**src/rtl/bgsb_pkg.sv**
```systemverilog
// ----------------------------------------------------------------------------
// bgsb_pkg
// Types, codes and sizes shared by the bit-granular stream buffer.
// ----------------------------------------------------------------------------
package bgsb_pkg;

  localparam int WORD_W      = 64;
  localparam int VALUE_W     = 32;
  localparam int COUNT_W     = 6;
  localparam int FILL_W      = 7;
  localparam int STORE_WORDS = 64;
  localparam int STORE_AW    = $clog2(STORE_WORDS);
  localparam int STORE_CW    = $clog2(STORE_WORDS + 1);
  localparam int Q_DEPTH     = 4;
  localparam int Q_AW        = $clog2(Q_DEPTH);
  localparam int Q_CW        = $clog2(Q_DEPTH + 1);

  // Command codes on the input channel.
  localparam logic [1:0] CMD_WRITE = 2'd0;
  localparam logic [1:0] CMD_FLUSH = 2'd1;
  localparam logic [1:0] CMD_READ  = 2'd2;

  // Status codes on the result channel.
  localparam logic [1:0] ST_DONE    = 2'd0;
  localparam logic [1:0] ST_IGNORED = 2'd1;
  localparam logic [1:0] ST_DROPPED = 2'd2;

  typedef enum logic [1:0] {
    OP_WRITE = 2'd0,
    OP_FLUSH = 2'd1,
    OP_READ  = 2'd2,
    OP_BAD   = 2'd3
  } op_kind_t;

  typedef struct packed {
    logic [1:0]         cmd;
    logic [VALUE_W-1:0] data_value;
    logic [COUNT_W-1:0] bit_count;
  } in_item_t;

  typedef struct packed {
    logic [VALUE_W-1:0] read_value;
    logic [1:0]         status;
  } out_item_t;

  // A classified command as it waits between the front and the back.
  typedef struct packed {
    op_kind_t           op;
    logic [VALUE_W-1:0] data;
    logic [COUNT_W-1:0] count;
  } op_item_t;

  // Low n bits set, for n from 1 to 32.
  function automatic logic [VALUE_W-1:0] low_mask32(input logic [COUNT_W-1:0] n);
    logic [COUNT_W-1:0] sh;
    sh = COUNT_W'(VALUE_W) - n;
    return {VALUE_W{1'b1}} >> sh;
  endfunction

endpackage

```
**src/rtl/bgsb_front.sv**
```systemverilog
// ----------------------------------------------------------------------------
// bgsb_front
// Accepts input transfers, classifies each command and queues it for the back.
// ----------------------------------------------------------------------------
module bgsb_front (
  input  logic                clk,
  input  logic                rst_n,
  input  logic                in_push,
  output logic                in_full,
  input  bgsb_pkg::in_item_t  in_item,
  output logic                op_valid,
  output bgsb_pkg::op_item_t  op_item,
  input  logic                op_pop
);
  import bgsb_pkg::*;

  op_item_t         q_r [Q_DEPTH];
  logic [Q_AW-1:0]  wptr_r, wptr_nxt;
  logic [Q_AW-1:0]  rptr_r, rptr_nxt;
  logic [Q_CW-1:0]  cnt_r, cnt_nxt;
  op_item_t         cls;
  logic             count_ok;
  logic             do_push, do_pop;

  assign count_ok = (in_item.bit_count != '0) &&
                    (in_item.bit_count <= COUNT_W'(VALUE_W));

  always_comb begin
    cls.data  = in_item.data_value;
    cls.count = in_item.bit_count;
    unique case (in_item.cmd)
      CMD_WRITE: cls.op = count_ok ? OP_WRITE : OP_BAD;
      CMD_FLUSH: cls.op = OP_FLUSH;
      CMD_READ:  cls.op = count_ok ? OP_READ : OP_BAD;
      default:   cls.op = OP_BAD;
    endcase
  end

  assign in_full  = (cnt_r == Q_CW'(Q_DEPTH));
  assign op_valid = (cnt_r != '0);
  assign op_item  = q_r[rptr_r];
  assign do_push  = in_push && !in_full;
  assign do_pop   = op_pop && op_valid;

  always_comb begin
    wptr_nxt = do_push ? wptr_r + 1'b1 : wptr_r;
    rptr_nxt = do_pop ? rptr_r + 1'b1 : rptr_r;
    cnt_nxt  = cnt_r + Q_CW'(do_push) - Q_CW'(do_pop);
  end

  always_ff @(posedge clk) begin
    if (!rst_n) begin
      wptr_r <= '0;
      rptr_r <= '0;
      cnt_r  <= '0;
    end else begin
      wptr_r <= wptr_nxt;
      rptr_r <= rptr_nxt;
      cnt_r  <= cnt_nxt;
    end
  end

  always_ff @(posedge clk) begin
    if (do_push) begin
      q_r[wptr_r] <= cls;
    end
  end

endmodule

```
**config.mk**
```make
export PLATFORM = sky130hd
export DESIGN_NAME = bgsb_front
export DESIGN_NICKNAME = d
export VERILOG_FILES = /design/src/rtl/bgsb_pkg.sv /design/src/rtl/bgsb_front.sv
export SDC_FILE = /design/constraint.sdc
export NUM_CORES = 1
export LEC_CHECK = 0
export ABC_AREA = 1
export BUFFER_PORTS_ARGS = -buffer_cell sky130_fd_sc_hd__buf_2
export CORE_ASPECT_RATIO = 1.2
export CORE_MARGIN = 4
export CORE_UTILIZATION = 49
export CTS_CLUSTER_DIAMETER = 200
export DETAILED_ROUTE_END_ITERATION = 7
export GPL_TIMING_DRIVEN = 1
export HOLD_SLACK_MARGIN = 0.03
export PLACE_DENSITY = 0.69
export SYNTH_ARGS = -nofsm -noshare
export SYNTH_HDL_FRONTEND = slang
export SYNTH_SLANG_ARGS = --single-unit
export TNS_END_PERCENT = 50
```
**constraint.sdc**
```tcl
create_clock -name clk -period 2.92 [get_ports clk]
set_input_delay 0.292 -clock clk [delete_from_list [all_inputs] [get_ports clk]]
set_output_delay 0.292 -clock clk [all_outputs]
set_load 0.02 [all_outputs]
```
==> impl_results.md <==
- Outcome: finished clean
- Port Buf Inserts: 85
- Post-synth top cells: 160 x edfxtp_1, 88 x nor2_1, 41 x o21ai_0
- Design area: 0.00761 sq mm
- Nets: 603
- Setup bufs post-CTS: 0
- Min Hold Slack: 0.0918 ns
- WL per Instance: 18.0 um
- Worst Reg-to-Reg Cells: 10
- FF/Latch Area: 0.00499 sq mm
- Final Hold Vio Count: 0
- CTS root buf: clkbuf_16
- Number of global-route vias before repair: 4043
- Number of synthesized flops with an enable pin: 160
- Share of layout cells above drive strength 1: 22.8%
- CTS tree: done
- Placer Congestion: 0.834
- I/O pins: 86
- Max-Cap Viols: 0
- Drc violations: 0
- Clock latency on the worst-skew pair: 0.42 ns
- Tmin final: 2.43 ns
- Area of the multi-input gates: 0.00125 sq mm
- CTS Hold Bufs: 0
- Min-Delay Path Class: input port to register
- Hold Path Cell Cnt: 1
- Syn_nets: 515
- Critical path's slowest cell: dfxtp_2
- Crit Path Class: register to primary output
- Setup violations, final: 0
- Fmax: 411 MHz
- Unique masters post-synth: 18
- Via Count: 4000
- Synthesized flop and latch total: 169
- Fillers: 975
- Detailed Place HPWL: 7790 um
- Most used DFF post-synth: edfxtp_1
- Routed wire length: 13100 um
- Synthesized instance count: 464
- Fin crit share: 83.3%
- Yosys top cell by area: edfxtp_1
- TritonCTS Buffers: 17
- Initial core utilization: 50.6%
- Async set-reset flop share out of synthesis: 0%
- Slew margin rel.: 54.7%
- Core ar.: 0.0128 sq mm
- Yosys warns: 0
- Die height: 134 um
- Clock buffer depth: 2
- Crit-path max cell delay: 0.76 ns
- Die area: 0.0151 sq mm
- Most common cell in the synthesized netlist: edfxtp_1
- Initial DRC Count: 299
- First-pass GRT wire length: 20200 um
- Sequential-to-total area share from yosys stat: 77.0%
- CTS sink count: 169
- Cell Pwr Density: 900 mW/mm^2
- 1st-pass router iterations: 4
- Startpoint Class: register
- DRT antenna net count: 0
- Post-layout util: 59.6%
- Tot GR Track Use: 17.5%
- Antenna violations before repair: 2
- Worst Setup End Kind: primary output
- Final Non-Filler Cells: 730
- Worst EP required: 2.63 ns
- Slew @ Worst Pin: 0.680 ns
- RSZ-0062 raised after global routing: no
- IR drop worst, VDD: 0.513 mV
- H-tree lvl count: 4
- Area Growth Syn to Fin: 17.6%
- Largest net degree at the start of global routing: 81
- Number of instances in the placed design: 697
- Vias per Instance: 5.48
- Synthesized area: 0.00647 sq mm
- Leakage dissipation: 2.72 nW
- Area contributors post-synth: edfxtp_1 74%, nor2_1 5.1%, o22ai_1 3.9%
- Dpl cell area: 0.00705 sq mm
- Critical-path cell list: inv_6 -> o21ai_1 -> o22ai_1 -> buf_2
- Grt total ovfl: 0
- Skew final: 0.00505 ns
- Standard-cell rows: 45
- Setup TNS: 0 ns
- Worst-path maximum fanout: 80
- Reg clk slew, reported paths: 0.06 ns
- Die Width: 113 um
- Syn avg cell area: 13.9 sq um
- Crit path DAT: 2.14 ns
- Post-CTS sizing: 0
- Top-area cell type share of the netlist area: 74.2%
- Max Slew Vio Count: 0
area by class of cell:
cell class | instances | area share, %
Clock inverter | 15 | 1.78
Multi-Input combinational cell | 248 | 16.5
Antenna cell | 1 | 0.0329
Clock buffer | 17 | 5.59
Sequential cell | 169 | 65.5
Inverter | 22 | 1.15
Tap cell | 164 | 2.70
Timing Repair Buffer | 94 | 6.80
kinds of logic (layout without fill, tap and decap cells):
family / after synthesis / count (layout) / share of synthesized area, %
flops: 169 / 169 / 77.0
compound gates: 127 / 127 / 10.6
simple gates: 114 / 114 / 6.83
buf+inv: 47 / 148 / 4.08
fa+ha+maj: 7 / 7 / 1.47
other cells: 0 / 1 / 0
per-layer routing:
| layer | GRT usage [%] | part of all wire (%) | vias up | wire [um] |
|---|---|---|---|---|
| li1 | - | - | 1890 | - |
| met1 | 20.7 | 40 | 1954 | 5300 |
| met2 | 29.5 | 51 | 130 | 6730 |
| met3 | 5.46 | 6.0 | 24 | 785 |
| met4 | 7.75 | 2.2 | 2 | 283 |
| met5 | 0 | 0.099 | - | 13 |
registers in the layout (all words and copies together), names as in the netlist, named ones only:
register,flops
wptr_r,2
cnt_r,3
rptr_r,2
q_r,160
power breakdown:
part / total [W] / switching, W / internal [W] / leakage [nW]
Clock: 0.00210 / 0.000858 / 0.00124 / 0.258
Sequential: 0.00305 / 0.000124 / 0.00293 / 1.54
Combinational: 0.00171 / 0.00119 / 0.000519 / 0.925
Total: 0.00685 / 0.00217 / 0.00468 / 2.72
through the flow:
stage	total power, W	setup slack (ns)
final	0.00685	0.487
after global routing	0.00717	0.334
after CTS	0.00690	0.471
after detailed placement	0.00482	0.823
after global placement	0.00477	0.889
after floorplan	0.00426	0.129
placed cells by master (no fill, tap or decap), types with 2 or more instances in the layout:
| cell type | netlist | final |
|---|---|---|
| nor2_1 | 88 | 84 |
| ha_1 | 6 | 6 |
| clkbuf_16 | 0 | 17 |
| clkinv_2 | 0 | 2 |
| nand2_1 | 16 | 16 |
| nor2_4 | 0 | 4 |
| dfxtp_1 | 9 | 8 |
| clkinvlp_4 | 0 | 5 |
| buf_4 | 8 | 7 |
| a21oi_1 | 6 | 6 |
| nand3_1 | 9 | 9 |
| inv_1 | 20 | 20 |
| buf_2 | 12 | 85 |
| edfxtp_1 | 160 | 160 |
| buf_12 | 0 | 2 |
| bufinv_16 | 0 | 2 |
| o22ai_1 | 40 | 40 |
| clkinv_1 | 0 | 5 |
| o21ai_0 | 41 | 41 |
| o21ai_1 | 40 | 40 |
path summary, 6_finish.rpt:
path	from	slack, ns	to
worst max-delay path	register	0.49	op_item[27]
worst min-delay path	in_item[32]	0.09	q_r[0][32]
worst max register to register	cnt_r[1]	0.81	cnt_r[2]
worst min register to register	wptr_r[1]	0.51	wptr_r[1]
worst max-delay path: cells and delay by family (launching register included):
family,cells,cell delay (ns)
compound gates,2,0.38
flops,1,0.76
buf+inv,2,0.56
No activity file was read; power rests on OpenSTA's default activity.
