[src/rtl/bgsb_pkg.sv]
// ----------------------------------------------------------------------------
// bgsb_pkg
// Types, codes and sizes shared by the bit-granular stream buffer.
// ----------------------------------------------------------------------------
package bgsb_pkg;

  localparam int WORD_W      = 64;
  localparam int VALUE_W     = 32;
  localparam int COUNT_W     = 6;
  localparam int FILL_W      = 7;
  localparam int STORE_WORDS = 64;
  localparam int STORE_AW    = $clog2(STORE_WORDS);
  localparam int STORE_CW    = $clog2(STORE_WORDS + 1);
  localparam int Q_DEPTH     = 4;
  localparam int Q_AW        = $clog2(Q_DEPTH);
  localparam int Q_CW        = $clog2(Q_DEPTH + 1);

  // Command codes on the input channel.
  localparam logic [1:0] CMD_WRITE = 2'd0;
  localparam logic [1:0] CMD_FLUSH = 2'd1;
  localparam logic [1:0] CMD_READ  = 2'd2;

  // Status codes on the result channel.
  localparam logic [1:0] ST_DONE    = 2'd0;
  localparam logic [1:0] ST_IGNORED = 2'd1;
  localparam logic [1:0] ST_DROPPED = 2'd2;

  typedef enum logic [1:0] {
    OP_WRITE = 2'd0,
    OP_FLUSH = 2'd1,
    OP_READ  = 2'd2,
    OP_BAD   = 2'd3
  } op_kind_t;

  typedef struct packed {
    logic [1:0]         cmd;
    logic [VALUE_W-1:0] data_value;
    logic [COUNT_W-1:0] bit_count;
  } in_item_t;

  typedef struct packed {
    logic [VALUE_W-1:0] read_value;
    logic [1:0]         status;
  } out_item_t;

  // A classified command as it waits between the front and the back.
  typedef struct packed {
    op_kind_t           op;
    logic [VALUE_W-1:0] data;
    logic [COUNT_W-1:0] count;
  } op_item_t;

  // Low n bits set, for n from 1 to 32.
  function automatic logic [VALUE_W-1:0] low_mask32(input logic [COUNT_W-1:0] n);
    logic [COUNT_W-1:0] sh;
    sh = COUNT_W'(VALUE_W) - n;
    return {VALUE_W{1'b1}} >> sh;
  endfunction

endpackage

[src/rtl/bgsb_res_q.sv]
// ----------------------------------------------------------------------------
// bgsb_res_q
// Result queue that holds finished results until the consumer pops them.
// ----------------------------------------------------------------------------
module bgsb_res_q (
  input  logic                clk,
  input  logic                rst_n,
  input  logic                res_push,
  input  bgsb_pkg::out_item_t res_item,
  output logic                res_full,
  output logic                out_empty,
  input  logic                out_pop,
  output bgsb_pkg::out_item_t out_item
);
  import bgsb_pkg::*;

  out_item_t        q_r [Q_DEPTH];
  logic [Q_AW-1:0]  wptr_r, wptr_nxt;
  logic [Q_AW-1:0]  rptr_r, rptr_nxt;
  logic [Q_CW-1:0]  cnt_r, cnt_nxt;
  logic             do_push, do_pop;

  assign res_full  = (cnt_r == Q_CW'(Q_DEPTH));
  assign out_empty = (cnt_r == '0);
  assign out_item  = q_r[rptr_r];
  assign do_push   = res_push && !res_full;
  assign do_pop    = out_pop && !out_empty;

  always_comb begin
    wptr_nxt = do_push ? wptr_r + 1'b1 : wptr_r;
    rptr_nxt = do_pop ? rptr_r + 1'b1 : rptr_r;
    cnt_nxt  = cnt_r + Q_CW'(do_push) - Q_CW'(do_pop);
  end

  always_ff @(posedge clk) begin
    if (!rst_n) begin
      wptr_r <= '0;
      rptr_r <= '0;
      cnt_r  <= '0;
    end else begin
      wptr_r <= wptr_nxt;
      rptr_r <= rptr_nxt;
      cnt_r  <= cnt_nxt;
    end
  end

  always_ff @(posedge clk) begin
    if (do_push) begin
      q_r[wptr_r] <= res_item;
    end
  end

endmodule

[config.mk]
export PLATFORM = sky130hd
export DESIGN_NAME = bgsb_res_q
export DESIGN_NICKNAME = d
export VERILOG_FILES = /design/src/rtl/bgsb_pkg.sv /design/src/rtl/bgsb_res_q.sv
export SDC_FILE = /design/constraint.sdc
export NUM_CORES = 1
export LEC_CHECK = 0
export BUFFER_PORTS_ARGS = -buffer_cell sky130_fd_sc_hd__buf_2
export CAP_MARGIN = 20
export CORE_MARGIN = 10
export CORE_UTILIZATION = 51
export CTS_BUF_LIST = sky130_fd_sc_hd__clkbuf_4 sky130_fd_sc_hd__clkbuf_8 sky130_fd_sc_hd__clkbuf_16
export CTS_CLUSTER_SIZE = 40
export DETAILED_ROUTE_END_ITERATION = 16
export PLACE_DENSITY = 0.75
export SYNTH_ARGS = -nofsm -noshare
export SYNTH_HDL_FRONTEND = slang
export SYNTH_SLANG_ARGS = --single-unit
[constraint.sdc]
create_clock -name clk -period 1.95 [get_ports clk]
set_input_delay 0.0975 -clock clk [delete_from_list [all_inputs] [get_ports clk]]
set_output_delay 0.0975 -clock clk [all_outputs]
set_load 0.03 [all_outputs]
==> qor.yml, run 1 <==
worst_setup_path:
  cp-start-kind: "register"
  critPathMaxStageDelay_ns: 0.35
  path_buf_inv: 2
  end_kind: "register"
  crit_family: "adder cells"
  cp.arrival_ns: 2.39
  cpMaxStageDelayCell: "fa_2"
  cp_cell_sequence: "nor3b_4 > nor2b_2 > inv_2 > ha_4 > inv_2 > ha_4 > fa_2 > xnor2_2 > xnor2_1 > and2_1"
  critPathMaxFanout: 3
  crit_required_ns: 2.36
  worst-setup-path-type: "register to register"
detailed_routing:
  drtIter0Drc: 202
  final_antenna_net_count: 0
  routed_wl_mm: 10.4
  num_vias: 2721
  avgRoutedWirePerCell_um: 19.9
  drc: 0
  drtPass1Iterations: 4
  viasPerCell: 5.19
timing:
  fin_setup_tns_ns: -0.0443
  fin_skew_ns: 0.00902
  finalHoldViolations: 0
  worst_slack_ns: -0.0351
  drv_slew: 0
  fmax_mhz: 504
  timing.final.crit_share_pct: 102
  relSlewSlack_pct: 80.7
  fin_crit_ns: 1.99
  setup_viol: 2
  rsz0062_at_grt: "yes"
  worst_pin_slew_ns: 0.290
cts:
  cts_max_level: 4
  clk_path_buf_depth: 2
  cts_num_sinks: 145
  cts_inserted_buffers: 17
  cts-root-buf: "clkbuf_8"
  insertion_delay_ns: 0.52
  cts_tree: "built"
  clkSlewWorstSetupHoldPaths_ns: 0.06
global_route:
  grt_max_degree: 21
  grt_pass1_vias: 3114
  grt_pass1_wl_mm: 16.7
  antenna_found_initial: 0
  grtUsageMet1_pct: 17.7
  grt_usage_pct: 14.7
  met3_usage_pct: 5.61
  grt_overflow: 0
  top_usage_layer: "met2"
  grt_use_met2_pct: 24.6
placement:
  pre_cts_ws_ns: -0.137
  gp_congestion: 0.681
  port_buffers: 73
  hpwl_mm: 6.29
power:
  leakage_nw: 2.59
  ir_drop_v: 0.000740
  power_density_nw_per_um2: 1350
  finalPower_mw: 9.99
synth:
  netlist_instances: 229
  ys_ff_latch: 145
  ys_types: 22
  seq_area_frac_synth_pct: 78.4
  ys_warn_count: 0
  avgSynthCellArea_um2: 23.8
  synth_fp_nets: 274
  synth.cell_area_um2: 5440
cells_and_area:
  area_delta_synth_final_pct: 35.6
  final_util_pct: 71.2
  layout-drive-gt1-share_pct: 47.4
  diodes: 0
  nNetsFinal: 420
  num-fill-cells: 633
floorplanning:
  rows: 37
  core_um2: 10400
  io_pins: 74
  start_util_pct: 52.5
  dieWidth_um: 123
  die_area_um2: 15200
  die_height_um: 123
outcome:
  violations: "negative setup slack"
  status: "complete, but fails checks"
run:
  drv_cap: 0
worst_hold_path:
  hp-class: "primary input to register"
-- routing by layer --
metal  wire [um]  vias to the layer above
met5           0                        -
met4          70                        0
met3         626                        8
met2        5430                       71
met1        4280                     1402
li1            -                     1240
-- state kept, by name, summed over array words and instances (netlist names), named ones only --
signal and cells:
wptr_r 2, cnt_r 3, rptr_r 2, q_r 136
-- cells in the mapped netlist --
cell | instances | area share, %
a21boi_1 | 1 | 0.14
and2_1 | 7 | 0.80
buf_12 | 3 | 1.1
buf_2 | 4 | 0.37
buf_6 | 1 | 0.21
clkbuf_1 | 2 | 0.14
dfxtp_1 | 9 | 3.3
edfxtp_1 | 136 | 75
fa_1 | 1 | 0.37
ha_1 | 6 | 1.4
inv_1 | 6 | 0.41
mux2i_1 | 2 | 0.37
mux4_1 | 4 | 1.9
mux4_2 | 30 | 12
nand2_1 | 6 | 0.41
nand4bb_1 | 1 | 0.21
nor2b_1 | 2 | 0.23
nor3_2 | 1 | 0.18
nor3b_2 | 1 | 0.23
o21ai_0 | 3 | 0.28
or3_1 | 1 | 0.12
xnor2_1 | 2 | 0.32
-- per-stage QoR --
step	std cells	instance area [um2]	hold WS (ns)
after floorplan	229	5470	0.196
after global placement	446	6080	0.307
after detailed placement	446	6080	0.315
after CTS	523	7330	0.305
after global routing	524	7380	0.324
final	524	7380	0.326
-- what timing repair did --
| item | 4_1_cts | 5_1_grt |
|---|---|---|
| gates resized for setup | 78 | 20 |
| pin swaps | 5 | 4 |
| endpoints found under the hold margin | 145 | 0 |
| buffers inserted | 9 | 1 |
| hold buffers | 36 | 0 |
| endpoints found under the setup margin | 34 | 84 |
-- power by group --
part           switching (mW)  internal (mW)
logic                    1.55           1.55
registers               0.134           3.79
clock network            1.25           1.72
total                    2.93           7.06
-- logic make-up after synthesis --
kind of cell | share of synthesized area, %
AOI/OAI and AO/OA | 0.414
xor gates and xnor gates | 0.322
adders and majority gates | 1.75
buffers and inverters | 2.23
DFF | 78.4
muxes | 14.7
and+or+nand+nor | 2.18
-- final timing paths --
| kind | end | depth (start not counted) | slack, ns | start |
|---|---|---|---|---|
| max | cnt_r[2] | 10 | -0.04 | cnt_r[2] |
| min | q_r[2][31] | 2 | 0.33 | res_item[31] |
| max reg2reg | cnt_r[2] | 10 | -0.04 | cnt_r[2] |
| min reg2reg | register | 2 | 0.50 | rptr_r[0] |
-- area by class of cell --
cell class / instances / area (um2) / area share, %
timing repair buffer: 137 / 1270 / 17.2
multi-input combinational: 68 / 1090 / 14.8
clock buffer: 18 / 422 / 5.71
clock inverter: 14 / 130 / 1.76
sequential: 145 / 4270 / 57.9
inverter: 6 / 22.5 / 0.305
tap: 136 / 170 / 2.31
-- cells in the final DEF, fill, tap and decap left out, types with 2 or more instances in the layout --
master	instances
nand2_1	6
inv_2	2
buf_4	16
clkinv_4	3
inv_1	4
buf_6	36
dfxtp_2	4
buf_2	40
dlygate4sd3_1	36
clkbuf_16	16
ha_1	4
inv_6	4
and2_1	3
buf_12	9
and2_2	4
clkinvlp_4	4
edfxtp_1	136
dfxtp_1	4
mux4_2	34
mux2i_1	2
o21ai_0	3
ha_4	2
-- worst register-to-register path: cells and delay by family, from the launching register on --
family	cells	cell delay (ns)
fa+ha+maj	3	0.75
flops	1	0.34
simple gates	3	0.43
buf+inv	2	0.10
xor+xnor	2	0.27
(Power assumes the default switching activity.)
==> run 2: changes to the inputs <==
CORE_UTILIZATION = 57   (was 51)
PLACE_DENSITY = 0.79   (was 0.75)
clock period = 2.1 ns   (was 1.95 ns; I/O delays follow)
==> run 2 against run 1 <==
Maximum frequency shrank 3.3%. Global-route usage is 0.54 points higher. Sequential cell count unchanged. Clock power shrank 2%. Routed wire length is 0.89% lower. Count of clock-buffer cells in the layout decreased by 1. Combinational power shrank 26%. Design area shrank 4.3%. Utilization is 4.9 points higher. The flow now finishes without violations. Critical path type unchanged. Register-to-register slack improved by 0.08 ns. Die area shrank 8.9%.
==> qor.yml, run 2 (same netlist as run 1, synthesis figures left out) <==
outcome:
  status: "finished, final reports clean"
worst_setup_path:
  critPathMaxFanout: 5
  worst-setup-path-type: "register to register"
  crit_required_ns: 2.50
  cp.arrival_ns: 2.45
  end_kind: "register"
  setup.worst_path.start: "cnt_r[1]"
  cp-start-kind: "register"
  worstReg2RegStart: "cnt_r[1]"
cells_and_area:
  final_util_pct: 76.1
  nNetsFinal: 408
  largestRegisters: "q_r (136), cnt_r (3)"
  num-fill-cells: 524
  regMostFlops: "q_r"
  largest_reg_flops: 136
  area_delta_synth_final_pct: 29.9
  layout-drive-gt1-share_pct: 44.1
  finalInstanceArea_um2: 7060
  final_cells: 506
  layout_common_cells: "136 x edfxtp_1, 70 x buf_2, 37 x dlygate4sd3_1"
  mostFrequentLayoutCell: "edfxtp_1"
floorplanning:
  dieWidth_um: 118
  die_area_um2: 13900
  die_height_um: 118
  core_um2: 9280
  start_util_pct: 58.6
  io_pins: 74
  rows: 35
cts:
  cts-root-buf: "clkbuf_8"
  insertion_delay_ns: 0.51
  cts_max_level: 4
  cts_inserted_buffers: 17
  clk_path_buf_depth: 2
  cts_num_sinks: 145
  cts_tree: "built"
  clkSlewWorstSetupHoldPaths_ns: 0.07
global_route:
  grt_pass1_wl_mm: 16.4
  grt_overflow: 0
  grt_pass1_vias: 2945
  grt_use_met2_pct: 26.0
  antenna_found_initial: 1
  top_usage_layer: "met2"
  grt_usage_pct: 15.3
  met3_usage_pct: 4.89
  grtUsageMet1_pct: 17.4
  grt_max_degree: 22
placement:
  place_area_um2: 6030
  pre_cts_ws_ns: 0.0532
  gp_congestion: 0.731
  hpwl_mm: 6.24
  post-place-cells: 434
  port_buffers: 73
timing:
  drv_slew: 0
  rsz0062_at_grt: "yes"
  worst_slack_ns: 0.0480
  worst_pin_slew_ns: 0.308
  fin_skew_ns: 0.00985
  fin_crit_ns: 2.05
  finalHoldViolations: 0
  fmax_mhz: 487
  timing.final.crit_share_pct: 97.7
  relSlewSlack_pct: 79.5
  setup_viol: 0
run:
  drv_cap: 0
detailed_routing:
  num_vias: 2677
  routed_wl_mm: 10.3
  drtIter0Drc: 174
  drc: 0
  final_antenna_net_count: 0
  viasPerCell: 5.29
  avgRoutedWirePerCell_um: 20.4
  drtPass1Iterations: 4
power:
  finalPower_mw: 8.87
  leakage_nw: 2.49
  power_density_nw_per_um2: 1260
  ir_drop_v: 0.000760
worst_hold_path:
  hp-class: "primary input to register"
  holdCritStartpoint: "res_push"
-- run 2: cell types whose count changed in the layout (fill, tap and decap cells not counted), sizes merged --
cell / before / now
bufinv: 1 / 2
buf: 101 / 87
inv: 10 / 14
diode: 0 / 1
dlygate4sd3: 36 / 37
clkinvlp: 4 / 2
clkinv: 5 / 3
-- run 2: final cells by class --
type / count / area [um2] / share of cell area (%)
flip-flops and latches: 145 / 4280 / 60.5
repair buffers: 125 / 927 / 13.1
clock inverters: 15 / 171 / 2.43
multi-input cells: 68 / 1090 / 15.4
clock buffers: 17 / 414 / 5.86
inverters: 6 / 22.5 / 0.319
well taps: 129 / 161 / 2.28
diodes: 1 / 2.50 / 0.0354
-- run 2: worst max-delay path, stage by stage, from the launching register on --
cell     delay (ns)
dfxtp_4        0.37
nor3_4         0.26
nor2b_2        0.08
ha_1           0.28
inv_1          0.04
ha_2           0.16
fa_2           0.35
xnor2_2        0.15
xnor2_1        0.12
and2_1         0.14
-- run 2: final timing paths --
path	end	slack, ns	cells past startpoint
worst max-delay path	cnt_r[2]	0.05	9
worst min-delay path	wptr_r[1]	0.12	4
worst max register to register	cnt_r[2]	0.05	9
worst min register to register	wptr_r[1]	0.53	2
-- run 2: per-layer routing --
metal / part of all wire (%) / up-vias
li1: - / 1216
met4: 1.7 / 0
met2: 54 / 81
met3: 4.6 / 13
met5: 0 / -
met1: 40 / 1367
-- run 2: through the flow --
stage	hold slack [ns]	TNS (ns)
after detailed placement	0.321	0
final	0.122	0
after CTS	0.146	-0.00949
after global placement	0.315	0
after floorplan	0.204	-0.0595
after global routing	0.147	-0.0497
-- run 2: timing repair --
item	in CTS	in global routing
cloned	0	1
pin swaps	0	2
hold buffers	38	0
setup endpoints to repair	20	10
resized for setup	5	5
endpoints found under the hold margin	145	0
buffers inserted	0	1
-- run 2: power by group --
part | total [mW] | internal (mW) | switching [mW]
sequential | 3.66 | 3.52 | 0.139
combinational | 2.30 | 0.979 | 1.32
clock | 2.92 | 1.73 | 1.19
==> run 3: changes to the inputs <==
CORE_UTILIZATION = 58   (was 57)
PLACE_DENSITY = 0.8   (was 0.79)
SLEW_MARGIN = 20   (was unset)
clock period = 2.45 ns   (was 2.1 ns; I/O delays follow)
==> run 3 against run 2 <==
Global-route usage up 0.68 points. Clock power down 17%. Setup slack better by 0.20 ns. Cell count shrank 4.2%. Via count shrank 0.34%. Non-clock buffer count down 2. Sequential share of layout area is 1.3 points higher. Critical path depth unchanged. Largest power group unchanged.
==> qor.yml, run 3 (same netlist as run 1, synthesis figures left out) <==
timing:
  fmax_mhz: 455
  setup_viol: 0
  fin_setup_tns_ns: 0
  rsz0062_at_grt: "no"
  fin_skew_ns: 0.00649
  finalHoldViolations: 0
  drv_slew: 0
  relSlewSlack_pct: 68.3
  worst_pin_slew_ns: 0.476
  fin_crit_ns: 2.20
  timing.final.crit_share_pct: 89.7
cells_and_area:
  layout-drive-gt1-share_pct: 40.9
  largest_reg_flops: 136
  area_delta_synth_final_pct: 26.8
  largestRegisters: "q_r (136), cnt_r (3)"
  nNetsFinal: 406
  diodes: 0
  num-fill-cells: 519
  layout_common_cells: "136 x edfxtp_1, 73 x buf_2, 38 x dlygate4sd3_1"
  regMostFlops: "q_r"
  finalInstanceArea_um2: 6900
  mostFrequentLayoutCell: "edfxtp_1"
cts:
  cts_num_sinks: 145
  cts_inserted_buffers: 17
  insertion_delay_ns: 0.52
  cts-root-buf: "clkbuf_8"
  post_cts_resized: 0
  cts_tree: "built"
  clk_path_buf_depth: 2
  cts_max_level: 4
  post_cts_buffers: 0
  clkSlewWorstSetupHoldPaths_ns: 0.06
global_route:
  grt_overflow: 0
  grtUsageMet1_pct: 19.5
  antenna_found_initial: 0
  grt_pass1_vias: 2947
  grt_max_degree: 35
  met3_usage_pct: 5.71
  top_usage_layer: "met2"
  grt_use_met2_pct: 25.9
  grt_usage_pct: 16.0
  grt_pass1_wl_mm: 15.9
power:
  p_switching_mw: 2.15
  combPwrFrac_pct: 25.0
  switching_share_pct: 29.3
  power_density_nw_per_um2: 1070
  intPower_mw: 5.20
  clkPwrFrac_pct: 32.9
  ir_drop_v: 0.000654
  leakage_nw: 2.44
  pwr-share-seq_pct: 42.1
run:
  drv_cap: 0
floorplanning:
  rows: 35
  start_util_pct: 59.2
  io_pins: 74
  die_area_um2: 13700
  dieWidth_um: 117
  die_height_um: 117
  core_um2: 9200
worst_setup_path:
  cp-start-kind: "register"
  end_kind: "register"
  cpMaxStageDelayCell: "fa_1"
  cp.arrival_ns: 2.60
  worst-setup-path-type: "register to register"
  critPathMaxStageDelay_ns: 0.38
  crit_required_ns: 2.86
  critPathMaxFanout: 5
  crit_family: "adder cells"
  path_buf_inv: 1
  cp_cell_sequence: "nor3_2 > nor2b_1 > ha_1 > inv_1 > ha_1 > fa_1 > xnor2_1 > xnor2_1 > and2_1"
worst_hold_path:
  hp-class: "primary input to register"
placement:
  port_buffers: 73
  place_area_um2: 5960
  hpwl_mm: 5.97
  gp_congestion: 0.703
detailed_routing:
  drtIter0Drc: 176
  viasPerCell: 5.50
  routed_wl_mm: 10.1
  avgRoutedWirePerCell_um: 20.8
  final_antenna_net_count: 0
  drc: 0
  drtPass1Iterations: 5
  num_vias: 2668
outcome:
  status: "finished, final reports clean"
## run 3: cell count changes in the layout (fill, tap and decap cells not counted), moves of 2 or more
cell      change
buf_2         +3
inv_8         -2
dfxtp_1       +3
dfxtp_4       -2
nor2b_1       +2
clkinv_2      +2
nor2b_2       -2
inv_6         -4
clkbuf_4      +2
buf_12        -3
## run 3: path summary, 6_finish.rpt
path / slack [ns] / depth (start not counted) / from / endpoint
setup / recovery: 0.25 / 9 / cnt_r[1] / cnt_r[2]
hold / removal: 0.13 / 4 / res_push / wptr_r[0]
setup reg to reg: 0.25 / 9 / cnt_r[1] / cnt_r[2]
hold reg to reg: 0.49 / 2 / rptr_r[1] / register
## run 3: area by class of cell
type	count	area [um2]	share of cell area, %
clock buffers	19	429	6.22
clock inverters	13	135	1.96
well taps	111	139	2.01
multi-input cells	68	1060	15.4
inverters	6	22.5	0.326
flip-flops and latches	145	4270	61.8
repair buffers	123	848	12.3
## run 3: repair_timing
item	in CTS	in global routing
hold buffers	38	0
setup endpoints to repair	0	0
hold endpoints to repair	144	0
## run 3: worst register-to-register path, delay by kind of cell (launching register included)
| kind | cells | cell delay (ns) |
|---|---|---|
| adder cells (fa/ha/maj) | 3 | 0.85 |
| AND/OR/NAND/NOR | 3 | 0.61 |
| flip-flops | 1 | 0.34 |
| XOR/XNOR | 2 | 0.27 |
| buffers and inverters | 1 | 0.04 |
## run 3: metal layers
metal | vias to the layer above | routed length, um
li1 | 1211 | -
met1 | 1365 | 4240
met2 | 82 | 5140
met3 | 10 | 548
met4 | 0 | 139
met5 | - | 0
## run 3: metrics by stage
step,worst slack [ns],instances,power [mW],hold WS [ns],utilization (%)
6_report,0.251,485,7.35,0.133,75.0
3_5_place_dp,0.285,415,4.94,0.339,64.8
5_1_grt,0.119,485,7.67,0.150,75.0
2_1_floorplan,0.0638,229,4.50,0.221,-
4_1_cts,0.236,485,7.42,0.121,75.0
3_3_place_gp,0.368,415,4.91,0.334,64.8
## run 3: power by group through the flow
stage | Clock, mW | Sequential, mW | Combinational [mW]
after floorplan | 0 | 3.12 | 1.38
after global placement | 0 | 3.12 | 1.79
after detailed placement | 0 | 3.14 | 1.80
after CTS | 2.45 | 3.09 | 1.87
after global routing | 2.57 | 3.11 | 1.98
final | 2.42 | 3.09 | 1.84
